**src/rtl/am_sample_generator_defines.svh**
```systemverilog
`ifndef AM_SAMPLE_GENERATOR_DEFINES_SVH
`define AM_SAMPLE_GENERATOR_DEFINES_SVH

// check a property on every edge outside reset
`define AMSG_ASSERT(lbl, prop, msg) \
    lbl: assert property (@(posedge clk) disable iff (!rst_n) (prop)) else $error(msg);

// check an implication in the next cycle, outside reset
`define AMSG_ASSERT_NEXT(lbl, cond, prop, msg) \
    lbl: assert property (@(posedge clk) disable iff (!rst_n) (cond) |=> (prop)) \
        else $error(msg);

`endif

```
**src/rtl/amsg_pkg.sv**
```systemverilog
package amsg_pkg;

    localparam int COS_TABLE_DEPTH = 1024;
    localparam int PHASE_WIDTH     = 32;

    localparam int COS_ADDR_W = $clog2(COS_TABLE_DEPTH);
    localparam int QTR_DEPTH  = COS_TABLE_DEPTH / 4;
    localparam int QTR_ADDR_W = COS_ADDR_W - 2;

    localparam int COS_W      = 16;
    localparam int STEP_W     = 32;
    localparam int AMP_W      = 15;
    localparam int GAIN_W     = 16;
    localparam int SAMPLE_W   = 16;
    localparam int CFG_IDX_W  = 3;
    localparam int CFG_DATA_W = 32;
    localparam int PH_ADDR_W  = 1;
    localparam int PH_DEPTH   = 2;

    localparam logic [PH_ADDR_W-1:0] PH_CAR = 1'b0;
    localparam logic [PH_ADDR_W-1:0] PH_MOD = 1'b1;

    localparam logic [STEP_W-1:0] CARRIER_STEP_RST = 32'd214748365;
    localparam logic [STEP_W-1:0] MOD_STEP_RST     = 32'd21474836;
    localparam logic [AMP_W-1:0]  CARRIER_AMP_RST  = 15'd16384;
    localparam logic [AMP_W-1:0]  MOD_AMP_RST      = 15'd14746;
    localparam logic [GAIN_W-1:0] OUT_GAIN_RST     = 16'd11382;

    typedef enum logic [CFG_IDX_W-1:0] {
        REG_CARRIER_STEP,
        REG_MOD_STEP,
        REG_CARRIER_AMP,
        REG_MOD_AMP,
        REG_OUT_GAIN
    } reg_idx_t;

    typedef struct packed {
        logic [STEP_W-1:0] carrier_step;
        logic [STEP_W-1:0] mod_step;
        logic [AMP_W-1:0]  carrier_amp;
        logic [AMP_W-1:0]  mod_amp;
        logic [GAIN_W-1:0] out_gain;
    } cfg_t;

    typedef enum logic [2:0] {
        ST_IDLE,
        ST_CAR,
        ST_MOD,
        ST_MULM,
        ST_MULS,
        ST_SCALE
    } state_t;

    localparam logic [63:0] PI_Q30    = 64'd3373259426;
    localparam logic [63:0] ONE_Q30   = 64'd1073741824;
    localparam logic [63:0] ANGLE_DIV = 64'(2 * COS_TABLE_DEPTH);
    localparam logic [63:0] TAYLOR_DIV [10] = '{
        64'd2, 64'd12, 64'd30, 64'd56, 64'd90,
        64'd132, 64'd182, 64'd240, 64'd306, 64'd380
    };

    typedef logic signed [COS_W-1:0] cos_qtr_t [QTR_DEPTH];

    // cosine magnitude times 32767 for a folded angle p in [0, depth]
    function automatic logic signed [COS_W-1:0] cos_mag(input logic [63:0] p);
        logic [63:0]        x;
        logic [63:0]        x2;
        logic [63:0]        term;
        logic [63:0]        mag;
        logic signed [63:0] sum;
        int                 i;
        x    = (PI_Q30 * p) / ANGLE_DIV;
        x2   = (x * x) >> 30;
        term = ONE_Q30;
        sum  = signed'(ONE_Q30);
        for (i = 1; i <= 10; i++)
        begin
            term = ((term * x2) >> 30) / TAYLOR_DIV[i-1];
            if (i[0])
                sum = sum - signed'(term);
            else
                sum = sum + signed'(term);
        end
        if (sum < 0)
            sum = 64'sd0;
        mag = ((unsigned'(sum) * 64'd32767) + (ONE_Q30 >> 1)) >> 30;
        if (mag > 64'd32767)
            mag = 64'd32767;
        return signed'(COS_W'(mag));
    endfunction

    function automatic cos_qtr_t build_cos_qtr();
        cos_qtr_t t;
        int       q;
        for (q = 0; q < QTR_DEPTH; q++)
        begin
            t[q] = cos_mag(64'(4 * q));
        end
        return t;
    endfunction

    localparam cos_qtr_t COS_QTR = build_cos_qtr();
    localparam logic signed [COS_W-1:0] COS_QTR_END = cos_mag(64'(COS_TABLE_DEPTH));

endpackage

```
**src/rtl/amsg_cfg_if.sv**
```systemverilog
interface amsg_cfg_if;
    import amsg_pkg::*;
    logic                  valid;
    logic                  ready;
    logic [CFG_IDX_W-1:0]  index;
    logic [CFG_DATA_W-1:0] data;

    modport source (output valid, output index, output data, input ready);
    modport sink (input valid, input index, input data, output ready);
endinterface

```
**src/rtl/amsg_cfg_regs.sv**
```systemverilog
module amsg_cfg_regs (
    input  logic            clk,
    input  logic            rst_n,
    amsg_cfg_if.sink        cfg,
    output amsg_pkg::cfg_t  regs
);
    import amsg_pkg::*;

    cfg_t regs_reg;
    cfg_t regs_next;

    assign cfg.ready = 1'b1;

    always_comb
    begin
        regs_next = regs_reg;
        if (cfg.valid)
        begin
            case (reg_idx_t'(cfg.index))
                REG_CARRIER_STEP: regs_next.carrier_step = cfg.data[STEP_W-1:0];
                REG_MOD_STEP:     regs_next.mod_step     = cfg.data[STEP_W-1:0];
                REG_CARRIER_AMP:  regs_next.carrier_amp  = cfg.data[AMP_W-1:0];
                REG_MOD_AMP:      regs_next.mod_amp      = cfg.data[AMP_W-1:0];
                REG_OUT_GAIN:     regs_next.out_gain     = cfg.data[GAIN_W-1:0];
                default:          regs_next = regs_reg;
            endcase
        end
    end

    always_ff @(posedge clk or negedge rst_n)
    begin
        if (!rst_n)
        begin
            regs_reg.carrier_step <= CARRIER_STEP_RST;
            regs_reg.mod_step     <= MOD_STEP_RST;
            regs_reg.carrier_amp  <= CARRIER_AMP_RST;
            regs_reg.mod_amp      <= MOD_AMP_RST;
            regs_reg.out_gain     <= OUT_GAIN_RST;
        end
        else
        begin
            regs_reg <= regs_next;
        end
    end

    assign regs = regs_reg;
endmodule

```
**src/flat_wrapper.sv**
```systemverilog
// flat-port wrapper written by rule: the top's interface ports become plain ports
module amsg_cfg_regs_flat import amsg_pkg::*;
  (clk, rst_n, regs, cfg_valid, cfg_index, cfg_data, cfg_ready);
  amsg_cfg_if cfg_i ();
  input  logic clk;
  input  logic rst_n;
  output amsg_pkg::cfg_t regs;
  input wire logic [$bits(cfg_i.valid)-1:0] cfg_valid;
  input wire logic [$bits(cfg_i.index)-1:0] cfg_index;
  input wire logic [$bits(cfg_i.data)-1:0] cfg_data;
  output wire logic [$bits(cfg_i.ready)-1:0] cfg_ready;
  assign cfg_i.valid = cfg_valid;
  assign cfg_i.index = cfg_index;
  assign cfg_i.data = cfg_data;
  assign cfg_ready = cfg_i.ready;
  amsg_cfg_regs u_core (.clk(clk), .rst_n(rst_n), .cfg(cfg_i), .regs(regs));
endmodule
```
**config.mk**
```make
export PLATFORM = sky130hd
export DESIGN_NAME = amsg_cfg_regs_flat
export DESIGN_NICKNAME = d
export VERILOG_FILES = /design/src/rtl/am_sample_generator_defines.svh /design/src/rtl/amsg_pkg.sv /design/src/rtl/amsg_cfg_if.sv /design/src/rtl/amsg_cfg_regs.sv /design/src/flat_wrapper.sv
export SDC_FILE = /design/constraint.sdc
export NUM_CORES = 1
export LEC_CHECK = 0
export BUFFER_PORTS_ARGS = -buffer_cell sky130_fd_sc_hd__buf_4
export CORE_MARGIN = 10
export CORE_UTILIZATION = 45
export DETAILED_ROUTE_END_ITERATION = 8
export PLACE_DENSITY = 0.81
export SLEW_MARGIN = 0
export SYNTH_ARGS = -nofsm -noshare
export SYNTH_HDL_FRONTEND = slang
export SYNTH_SLANG_ARGS = --single-unit
```
**constraint.sdc**
```tcl
create_clock -name clk -period 1.4 [get_ports clk]
set_input_delay 0.21 -clock clk [delete_from_list [all_inputs] [get_ports clk]]
set_output_delay 0.21 -clock clk [all_outputs]
set_load 0.02 [all_outputs]
```
==> results of run 1 <==
==> where the power goes <==
group	switching [mW]	internal [mW]	total [mW]
Sequential	0.406	4.08	4.49
Clock	1.05	0.663	1.71
Combinational	1.60	1.55	3.15
Total	3.05	6.30	9.34
==> layer usage <==
| layer | up-vias | share of wire |
|---|---|---|
| met4 | 0 | 0.011 |
| met5 | - | 0 |
| met1 | 1344 | 0.40 |
| met3 | 9 | 0.048 |
| li1 | 1161 | - |
| met2 | 81 | 0.54 |
==> through the flow <==
step | setup slack, ps | instance area [µm²] | total power, mW | std cells | utilization
after detailed placement | -64.9 | 5620 | 7.76 | 511 | 0.603
after global routing | 84.0 | 5800 | 9.83 | 528 | 0.622
final | 141 | 5800 | 9.34 | 528 | 0.622
after CTS | 107 | 5800 | 9.51 | 528 | 0.622
after floorplan | 142 | 4350 | 6.14 | 239 | -
after global placement | -31.6 | 5620 | 7.64 | 511 | 0.603
==> cell usage after synthesis <==
| master | count |
|---|---|
| mux2_1 | 4 |
| and4bb_1 | 1 |
| buf_12 | 2 |
| buf_6 | 8 |
| nand4b_2 | 1 |
| mux2_2 | 86 |
| buf_2 | 2 |
| and4bb_2 | 1 |
| dfrtp_1 | 66 |
| nor4bb_1 | 1 |
| nor4b_4 | 1 |
| buf_4 | 1 |
| conb_1 | 1 |
| mux2_4 | 20 |
| dfstp_2 | 44 |
==> logic make-up (layout without fill, tap and decap cells) <==
group	count (synthesis)	after routing
buffers and inverters	13	173
flip-flops	110	110
multiplexers	110	110
other	1	1
AND/OR/NAND/NOR	5	5
==> layout by cell type (no fill, tap or decap) <==
master and instances:
and4bb_1 1, and4bb_2 1, buf_12 6, buf_4 150
clkbuf_1 1, clkbuf_8 9, clkinv_2 2, clkinv_4 2
conb_1 1, dfrtp_1 66, dfstp_2 44, dlygate4sd3_1 1
inv_6 2, mux2_1 4, mux2_2 86, mux2_4 20
nand4b_2 1, nor4b_4 1, nor4bb_4 1
==> timing repair <==
action / in CTS / in global routing
hold endpoints to repair: 34 / 0
hold buffers: 1 / 0
setup buffers: 0 / 0
==> path summary, 6_finish.rpt <==
kind | cells after the start | slack [ps] | from | to
worst min-delay path | 2 | 90 | cfg_data[19] | u_core.regs[65]
worst min register to register | 1 | 500 | u_core.regs[51] | u_core.regs[51]
min in group asynchronous | 2 | 230 | rst_n | u_core.regs[3]
max in group asynchronous | 3 | 500 | rst_n | u_core.regs[85]
worst max register to register | 1 | 610 | u_core.regs[14] | u_core.regs[14]
worst max-delay path | 1 | 140 | u_core.regs[17] | regs[17]
==> final cells by class <==
type / instances / area (µm²)
fill: 728 / 3520
multi-input combinational: 116 / 1410
tap: 129 / 161
timing repair buffer: 157 / 1260
clock inverter: 6 / 45.0
sequential: 110 / 2810
clock buffer: 10 / 128
==> results, run 1 <==
- The static leakage power is roughly 2.7 nW.
- Summed over all layers, the global routing overflow is 0.
- The total count of hold-check failures in the final report is 0.
- The final-stage net count is 432.
- The part of the Yosys area used for sequential elements is 0.646.
- The setup TNS is 0 ps.
- The run finished with clean final reports.
- Measured along the y axis, the die boundary spans ~120 µm.
- In the global route stage, overall resource usage came out at 0.147.
- Clock tree synthesis selected as its root buffer the cell clkbuf_8.
- Power spread over the standard cell area amounts to around 1600 nW/µm².
- Port buffering added between 100 and 150 buffers.
- Of the total synthesized cell area, the portion taken by AND, OR, NAND and NOR gates is 0.0170.
- The area inside the core boundary is between 9000 and 10000 µm².
- The via count of the first global-routing pass was ~3000.
- Setup violations remaining at the end of the flow were counted as 0.
- The CTS sink count is 110.
- Synthesis produced a netlist whose cell count is approximately 240.
- After the first detailed-routing iteration, the DRC count stood at slightly above 90.
- The number of top-level design ports is approximately 150.
- Entering global routing, the biggest net connects 71 pins.
- The netlist area before placement is about 4300 µm².
- The critical path goes through buf_4.
- The number of H-tree levels is 3.
- The share of the synthesized area in compound gates (AO/OA/AOI/OAI) is 0.
- The pre-antenna-repair detailed-routing pass consisted of 4 iterations.
- The number of nets with antenna violations after detailed routing is 0.
- Static timing analysis puts the maximum clock frequency at 795 MHz.
- The die area is 14000 µm².
- The number of antenna violations at the first check in global routing was 0.
- The tool flagged a number of max-cap violations equal to 0.
- The initial utilization of the core area, before any placement, comes to 0.466.
- The first global-routing pass estimated around 17000 µm of wire.
- The startpoint type of the worst setup path is a flop.
- The signed area change from the synthesized netlist to the final layout is 33.5%.
- The worst setup path is captured at a primary output.
- In this run the deepest clock path goes through 2 buffers.
- The final critical-path share of the clock period is 0.899.
- Across the VDD grid, the largest voltage drop is 0.000692 V.
- The number of buffers and inverters on the critical path is 1.
- The path category of the worst min-delay check is in -> reg.
- The number of diodes is 0.
- In this run the mean area of a mapped cell was roughly 18 µm².
- In this run, distinct cell masters in the synthesized netlist total 15.
- Detailed placement finished with a half-perimeter wire length of approximately 7800 µm.
- The total wirelength of the detailed-routed design is approximately 10000 µm.
- Counting I/O delays and the setup requirement, the final critical path takes 1260 ps.
- In the routed layout, each cell is associated on average with a via count of 4.91.
- The post-detailed-route DRC marker count is 0.
- In the post-synthesis netlist, the biggest area contributors are dfrtp_1, dfstp_2, mux2_2.
- The largest single stage delay on the critical path is 550 ps.
- Setup repair after global routing left no endpoint under its margin.
- The count of vias placed by the detailed router is 2595.
- The average routed wire per standard cell is around 20 µm.
- The number of clock buffers added by TritonCTS is 9.
- STA puts the critical path data required time at roughly 1200 ps.
- After synthesis the netlist holds a flip-flop and latch count of 110.
- Hold timing on the final database bottoms out at a slack of about 86 ps.
- In this run, post-CTS repair resized a total of 0 instances.
- The flip-flop count of the largest register, all copies and words added is 110.
- The post-synthesis mux area share is 0.302.
- Clock-pin slew was measured on the worst setup and hold paths at about 110 ps.
- The fraction of synthesized cell area taken by the top area cell type is 0.380.
- The met2 routing resource usage after global routing is 0.269.
- The global-route track usage on met3 is 0.0324.
- The number of rows created at floorplan is 35.
- The max-slew violation count is 0.
- For the final database, setup skew stands at 0 ps.
- The peak fanout along the critical path is 2.
- The worst-skew pair later-pin latency is 350 ps.
- The routability congestion estimate from global placement is roughly 0.74.
- The dominant combinational cell family by area after synthesis is multiplexers.
- When the netlist entered floorplanning its net count stood at 277.
- On the critical path, the stage with the largest delay is an instance of dfstp_2.
- In the final layout, the share of cells above drive strength 1 is 0.815.
- The clock tree from TritonCTS is built.
- dfrtp_1 takes more of the synthesized area than any other cell.
- The Yosys step of the flow raised 0 warnings.
- Measured along the x axis, the die boundary spans 118 µm.
- The data arrival at the endpoint of the critical path is between 1000 and 1500 ps.
- The most used routing layer in global routing is met2.
- Grouping stages by cell kind, the critical path spends the most delay in flip-flops.
- For met1 alone, demand over resource in global routing was 0.163.
- Of the total synthesized cell area, the portion taken by full adders, half adders and majority gates is 0.
- The parity-gate share of the synthesized area counting xor and xnor cells is 0.
- The critical path is of the reg -> out type.
(Power assumes the default switching activity.)
==> run 2: changes to the inputs <==
--- a/config.mk
+++ b/config.mk
@@ -6,6 +6,7 @@
 export NUM_CORES = 1
 export LEC_CHECK = 0
 export BUFFER_PORTS_ARGS = -buffer_cell sky130_fd_sc_hd__buf_4
+export CORE_ASPECT_RATIO = 0.8
 export CORE_MARGIN = 10
 export CORE_UTILIZATION = 45
 export DETAILED_ROUTE_END_ITERATION = 8
==> results, run 2 (same netlist as run 1, synthesis figures left out) <==
- Status: completed (unchanged).
- The area inside the core boundary is 9230 µm² (was 9330 µm²).
- The average via count per standard cell is 5.15 (was 4.91).
- The total global-route track usage is 0.153 (was 0.147).
- The routability congestion estimate from global placement is 0.742 (was 0.739).
- The chip height is 108 µm (was 118 µm).
- The final number of setup-violating endpoints is 0 (unchanged).
- The cell count after placement was 501 (was 511).
- The clock transition at the registers of the reported paths is 70 ps (was 110 ps).
- The endpoint of the lowest-slack register-to-register path is u_core.regs[35] (was u_core.regs[14]).
- The combined buffer and inverter count along the critical path was 1 (unchanged).
- Most frequent cells in the layout: buf_4, mux2_2, dfrtp_1 (unchanged).
- The worst-path cell with the longest stage delay is dfstp_2 (unchanged).
- The final critical-path share of the clock period is 0.891 (was 0.899).
- The finished layout cell area was 5980 µm² (was 5800 µm²).
- The destination of the worst hold path is u_core.regs[104] (was u_core.regs[65]).
- The flip-flop count of the largest register, all copies and words added is 110 (unchanged).
- The static leakage power is 2.76 nW (was 2.67 nW).
- The detailed placer's ending HPWL came to 8020 µm (was 7790 µm).
- The number of diodes is 0 (unchanged).
- The deepest clock path buffer count came to 2 (unchanged).
- The wire length of the first global-routing pass is 16600 µm (about the same).
- The length of the first detailed-routing pass in iterations came to 4 (unchanged).
- The data arrival at the endpoint of the critical path is 1040 ps (was 1050 ps).
- The count of placed standard cells in the final layout, fillers left out came to 518 (was 528).
- The worst hold path startpoint is cfg_data[26] (was cfg_data[19]).
- The starting utilization of the core area is 0.471 (was 0.466).
- The buffer cell driving the clock tree root is clkbuf_16 (was clkbuf_8).
- The number of antenna violations at the first check in global routing is 0 (unchanged).
- The number of nets with antenna violations after detailed routing is 0 (unchanged).
- The final design utilization is 0.648 (was 0.622).
- The average routed wire per standard cell is 20.5 µm (was 19.7 µm).
- The width of the die came to 130 µm (was 118 µm).
- The category of cells accounting for the largest share of critical-path delay is flip-flops (unchanged).
- The total count of hold-check failures in the final report is 0 (unchanged).
- The cell count of the worst hold path was 2 (unchanged).
- The die area is 14000 µm² (about the same).
- The via count of the first global-routing pass is 2978 (was 2956).
- The count of vias placed by the detailed router is 2670 (was 2595).
- The max-capacitance violation count is 0 (unchanged).
- The slack of the worst reg-to-reg path is 600 ps (was 610 ps).
- The total wirelength of the detailed-routed design is 10600 µm (was 10400 µm).
- The count of input and output buffers is 147 (unchanged).
- The total setup buffers inserted after CTS is 0 (unchanged).
- Crit-path cells: buf_4 (unchanged).
- The maximum ir drop on the vdd rail is 0.000983 V (was 0.000692 V).
- The upper clock frequency limit is 801 MHz (was 795 MHz).
- RSZ-0062 raised after global routing: false (unchanged).
- The critical register-to-register path startpoint is u_core.regs[35] (was u_core.regs[14]).
- The number of CTS-inserted buffers came to 9 (unchanged).
- The endpoint required time on the critical path is 1190 ps (about the same).
- The placed standard-cell area came to 5630 µm² (was 5620 µm²).
- The number of cells traversed by the worst register-to-register path was 1 (unchanged).
- The number of top-level design ports is 149 (unchanged).
- The final worst clock skew came to 0 ps (unchanged).
- The number of H-tree levels is 3 (unchanged).
- The total grt overflow is 0 (unchanged).
- The worst slack on hold paths is 107 ps (was 86.2 ps).
- The largest net degree at the start of global routing came to 39 (was 71).
- The final-stage net count is 436 (was 432).
- The path category of the worst min-delay check is in -> reg (unchanged).
- The peak fanout along the critical path is 2 (unchanged).
- The number of rows created at floorplan is 31 (was 35).
- The kind of critical path is reg -> out (unchanged).
- The startpoint type of the worst setup path is a flop (unchanged).
- The post-detailed-route DRC marker count is 0 (unchanged).
- The worst-skew pair later-pin latency came to 350 ps (about the same).
- The signed area change from the synthesized netlist to the final layout is 37.7% (was 33.5%).
- The max-slew violation count is 0 (unchanged).
- The clock tree from TritonCTS is built (unchanged).
- The most common cell after layout, fill and taps aside is buf_4 (unchanged).
- The ratio of cells with drive above 1 in the final layout is 0.816 (was 0.815).
- The initial DRC count was 82 (was 93).
- The endpoint kind of the worst setup timing path was a primary output (unchanged).
- The clock period minus final worst setup slack is 1250 ps (was 1260 ps).
- The largest stage delay on the critical path is 550 ps (about the same).
- The CTS sink count was 110 (unchanged).
- The total power divided by cell area is 1760 nW/µm² (was 1610 nW/µm²).
- The fill cell total of the finished layout is 652 (was 728).
[run 2: worst max path at each step]
stage                     from               to  cells after the start
6_report       u_core.regs[57]         regs[57]                      1
5_1_grt        u_core.regs[57]         regs[57]                      1
3_3_place_gp      cfg_index[0]  u_core.regs[95]                      4
3_5_place_dp      cfg_index[0]  u_core.regs[95]                      4
2_1_floorplan     cfg_index[0]  u_core.regs[79]                      3
4_1_cts        u_core.regs[57]         regs[57]                      1
[run 2: routing by layer]
| layer | global-route usage | up-vias | wire [µm] |
|---|---|---|---|
| li1 | - | 1170 | - |
| met1 | 0.182 | 1377 | 4420 |
| met2 | 0.238 | 110 | 4990 |
| met3 | 0.0739 | 13 | 1050 |
| met4 | 0.0537 | 0 | 145 |
| met5 | 0 | - | 0 |
[run 2: final cells by class]
type                       instances  area, µm²  share of cell area
clock buffer                      10        229              0.0383
clock inverter                     6        110              0.0184
multi-input combinational        116       1410               0.235
sequential                       110       2810               0.469
tap                              115        144              0.0240
timing repair buffer             161       1290               0.215
[run 2: through the flow]
stage	worst slack, ps	power [mW]	TNS (ps)
final	152	10.5	0
after CTS	137	10.7	0
after floorplan	142	6.14	0
after detailed placement	-91.9	7.77	-2000
after global routing	126	11.0	0
after global placement	-41.1	7.66	-700
[run 2: power by group]
part           switching, mW  internal (mW)
registers              0.411           4.08
logic                   1.60           1.56
clock network           1.13           1.75
total                   3.14           7.39
[run 2: timing repair]
item / in CTS / in global routing
resized for setup: 0 / 0
hold buffers: 1 / 0
endpoints found under the hold margin: 15 / 0
==> run 3: changes to the inputs <==
--- a/config.mk
+++ b/config.mk
@@ -9,6 +9,7 @@
 export CORE_ASPECT_RATIO = 0.8
 export CORE_MARGIN = 10
 export CORE_UTILIZATION = 45
+export CTS_BUF_LIST = sky130_fd_sc_hd__clkbuf_16
 export DETAILED_ROUTE_END_ITERATION = 8
 export PLACE_DENSITY = 0.81
 export SLEW_MARGIN = 0
==> results, run 3 (same netlist as run 1, synthesis figures left out) <==
- The total wirelength of the detailed-routed design is 10600 µm (about the same).
- The max-capacitance violation count is 0 (unchanged).
- The routability congestion estimate from global placement is 0.742 (unchanged).
- The count of placed standard cells in the final layout, fillers left out is 518 (unchanged).
- The flip-flop count of the largest register, all copies and words added came to 110 (unchanged).
- Most frequent cells in the layout: buf_4, mux2_2, dfrtp_1 (unchanged).
- The final worst clock skew is 0 ps (unchanged).
- The worst-skew pair later-pin latency is 350 ps (about the same).
- The CTS sink count is 110 (unchanged).
- The initial DRC count came to 82 (unchanged).
- The length of the first detailed-routing pass in iterations is 4 (unchanged).
- The clock period minus final worst setup slack is 1250 ps (about the same).
- The fill cell total of the finished layout is 652 (unchanged).
- The cell count after placement is 501 (unchanged).
- The combined buffer and inverter count along the critical path is 1 (unchanged).
- Crit-path cells: buf_4 (unchanged).
- The largest net degree at the start of global routing is 39 (unchanged).
- The ratio of cells with drive above 1 in the final layout came to 0.816 (unchanged).
- The clock transition at the registers of the reported paths is 70 ps (about the same).
- The average via count per standard cell was 5.15 (unchanged).
- The number of rows created at floorplan was 31 (unchanged).
- The number of H-tree levels is 3 (unchanged).
- The data arrival at the endpoint of the critical path is 1040 ps (about the same).
- The number of antenna violations at the first check in global routing is 0 (unchanged).
- The worst-path cell with the longest stage delay was dfstp_2 (unchanged).
- The via count of the first global-routing pass is 2978 (unchanged).
- The width of the die came to 130 µm (unchanged).
- The total count of hold-check failures in the final report is 0 (unchanged).
- The peak fanout along the critical path is 2 (unchanged).
- The most common cell after layout, fill and taps aside is buf_4 (unchanged).
- The number of diodes was 0 (unchanged).
- The worst setup margin is 152 ps (about the same).
- The chip height is 108 µm (unchanged).
- The final critical-path share of the clock period is 0.892 (was 0.891).
- The buffer cell driving the clock tree root is clkbuf_16 (unchanged).
- The largest stage delay on the critical path is 550 ps (about the same).
- RSZ-0062 raised after global routing: false (unchanged).
- The number of top-level design ports is 149 (unchanged).
- The upper clock frequency limit is 801 MHz (about the same).
- The starting utilization of the core area is 0.471 (unchanged).
- The category of cells accounting for the largest share of critical-path delay is flip-flops (unchanged).
- The signed area change from the synthesized netlist to the final layout is 37.7% (unchanged).
- The final-stage net count was 436 (unchanged).
- The endpoint kind of the worst setup timing path is a primary output (unchanged).
- The wire length of the first global-routing pass is 16600 µm (unchanged).
- The final number of setup-violating endpoints is 0 (unchanged).
- The number of CTS-inserted buffers was 9 (unchanged).
- The total grt overflow was 0 (unchanged).
- The total setup buffers inserted after CTS is 0 (unchanged).
- The endpoint required time on the critical path is 1190 ps (about the same).
- The post-detailed-route DRC marker count was 0 (unchanged).
- The path category of the worst min-delay check is in -> reg (unchanged).
- The kind of critical path is reg -> out (unchanged).
- The area inside the core boundary is 9230 µm² (unchanged).
- The deepest clock path buffer count came to 2 (unchanged).
- The pre-CTS setup slack is -91.9 ps (unchanged).
- The count of input and output buffers is 147 (unchanged).
- The count of vias placed by the detailed router was 2670 (unchanged).
- The detailed placer's ending HPWL is 8020 µm (unchanged).
- Status: completed (unchanged).
- The maximum ir drop on the vdd rail is 0.000983 V (about the same).
- The area of the multi-input gates was 1410 µm² (unchanged).
- The startpoint type of the worst setup path is a flop (unchanged).
- The average routed wire per standard cell is 20.5 µm (about the same).
- The total power divided by cell area is 1760 nW/µm² (about the same).
- The static leakage power was 2.76 nW (about the same).
- The finished layout cell area is 5980 µm² (unchanged).
- The placed standard-cell area was 5630 µm² (unchanged).
- The die area is 14000 µm² (unchanged).
- The clock tree from TritonCTS was built (unchanged).
- The total global-route track usage is 0.153 (unchanged).
- The area taken by flip-flops and latches was 2810 µm² (unchanged).
- The max-slew violation count came to 0 (unchanged).
- The number of nets with antenna violations after detailed routing is 0 (unchanged).
run 3: worst paths after layout:
check	start	endpoint	slack, ps	cells after the start
max in group asynchronous	rst_n	u_core.regs[48]	460	3
setup / recovery	u_core.regs[57]	regs[57]	150	1
hold reg to reg	u_core.regs[83]	u_core.regs[83]	500	1
min in group asynchronous	rst_n	u_core.regs[51]	330	2
setup reg to reg	u_core.regs[35]	u_core.regs[35]	600	1
hold / removal	cfg_data[26]	u_core.regs[104]	110	2
run 3: layer usage:
| metal | vias to the layer above | part of all wire | track usage |
|---|---|---|---|
| met2 | 110 | 0.47 | 0.238 |
| met5 | - | 0 | 0 |
| li1 | 1170 | - | - |
| met3 | 13 | 0.099 | 0.0739 |
| met1 | 1377 | 0.42 | 0.182 |
| met4 | 0 | 0.014 | 0.0537 |
run 3: stage by stage:
step	utilization	power [mW]	setup TNS, ps	hold slack, ps
final	0.648	10.5	0	107
after global routing	0.648	11.0	0	95.2
after CTS	0.648	10.7	0	92.8
after detailed placement	0.610	7.77	-2000	148
after global placement	0.610	7.66	-700	145
after floorplan	-	6.14	0	-85.6
run 3: layout make-up:
cell class | count | area share
multi-input cells | 116 | 0.235
clock inverters | 7 | 0.0190
well taps | 115 | 0.0240
flip-flops and latches | 110 | 0.469
repair buffers | 161 | 0.215
clock buffers | 9 | 0.0376
run 3: timing repair:
| item | CTS | global route |
|---|---|---|
| endpoints found under the hold margin | 15 | 0 |
| endpoints found under the setup margin | 0 | 0 |
| gates resized for setup | 0 | 0 |
| hold buffers | 1 | 0 |
run 3: power by group:
part | internal (mW) | total (mW) | switching [mW]
registers | 4.08 | 4.49 | 0.411
clock network | 1.74 | 2.87 | 1.13
logic | 1.56 | 3.16 | 1.60
total | 7.38 | 10.5 | 3.14
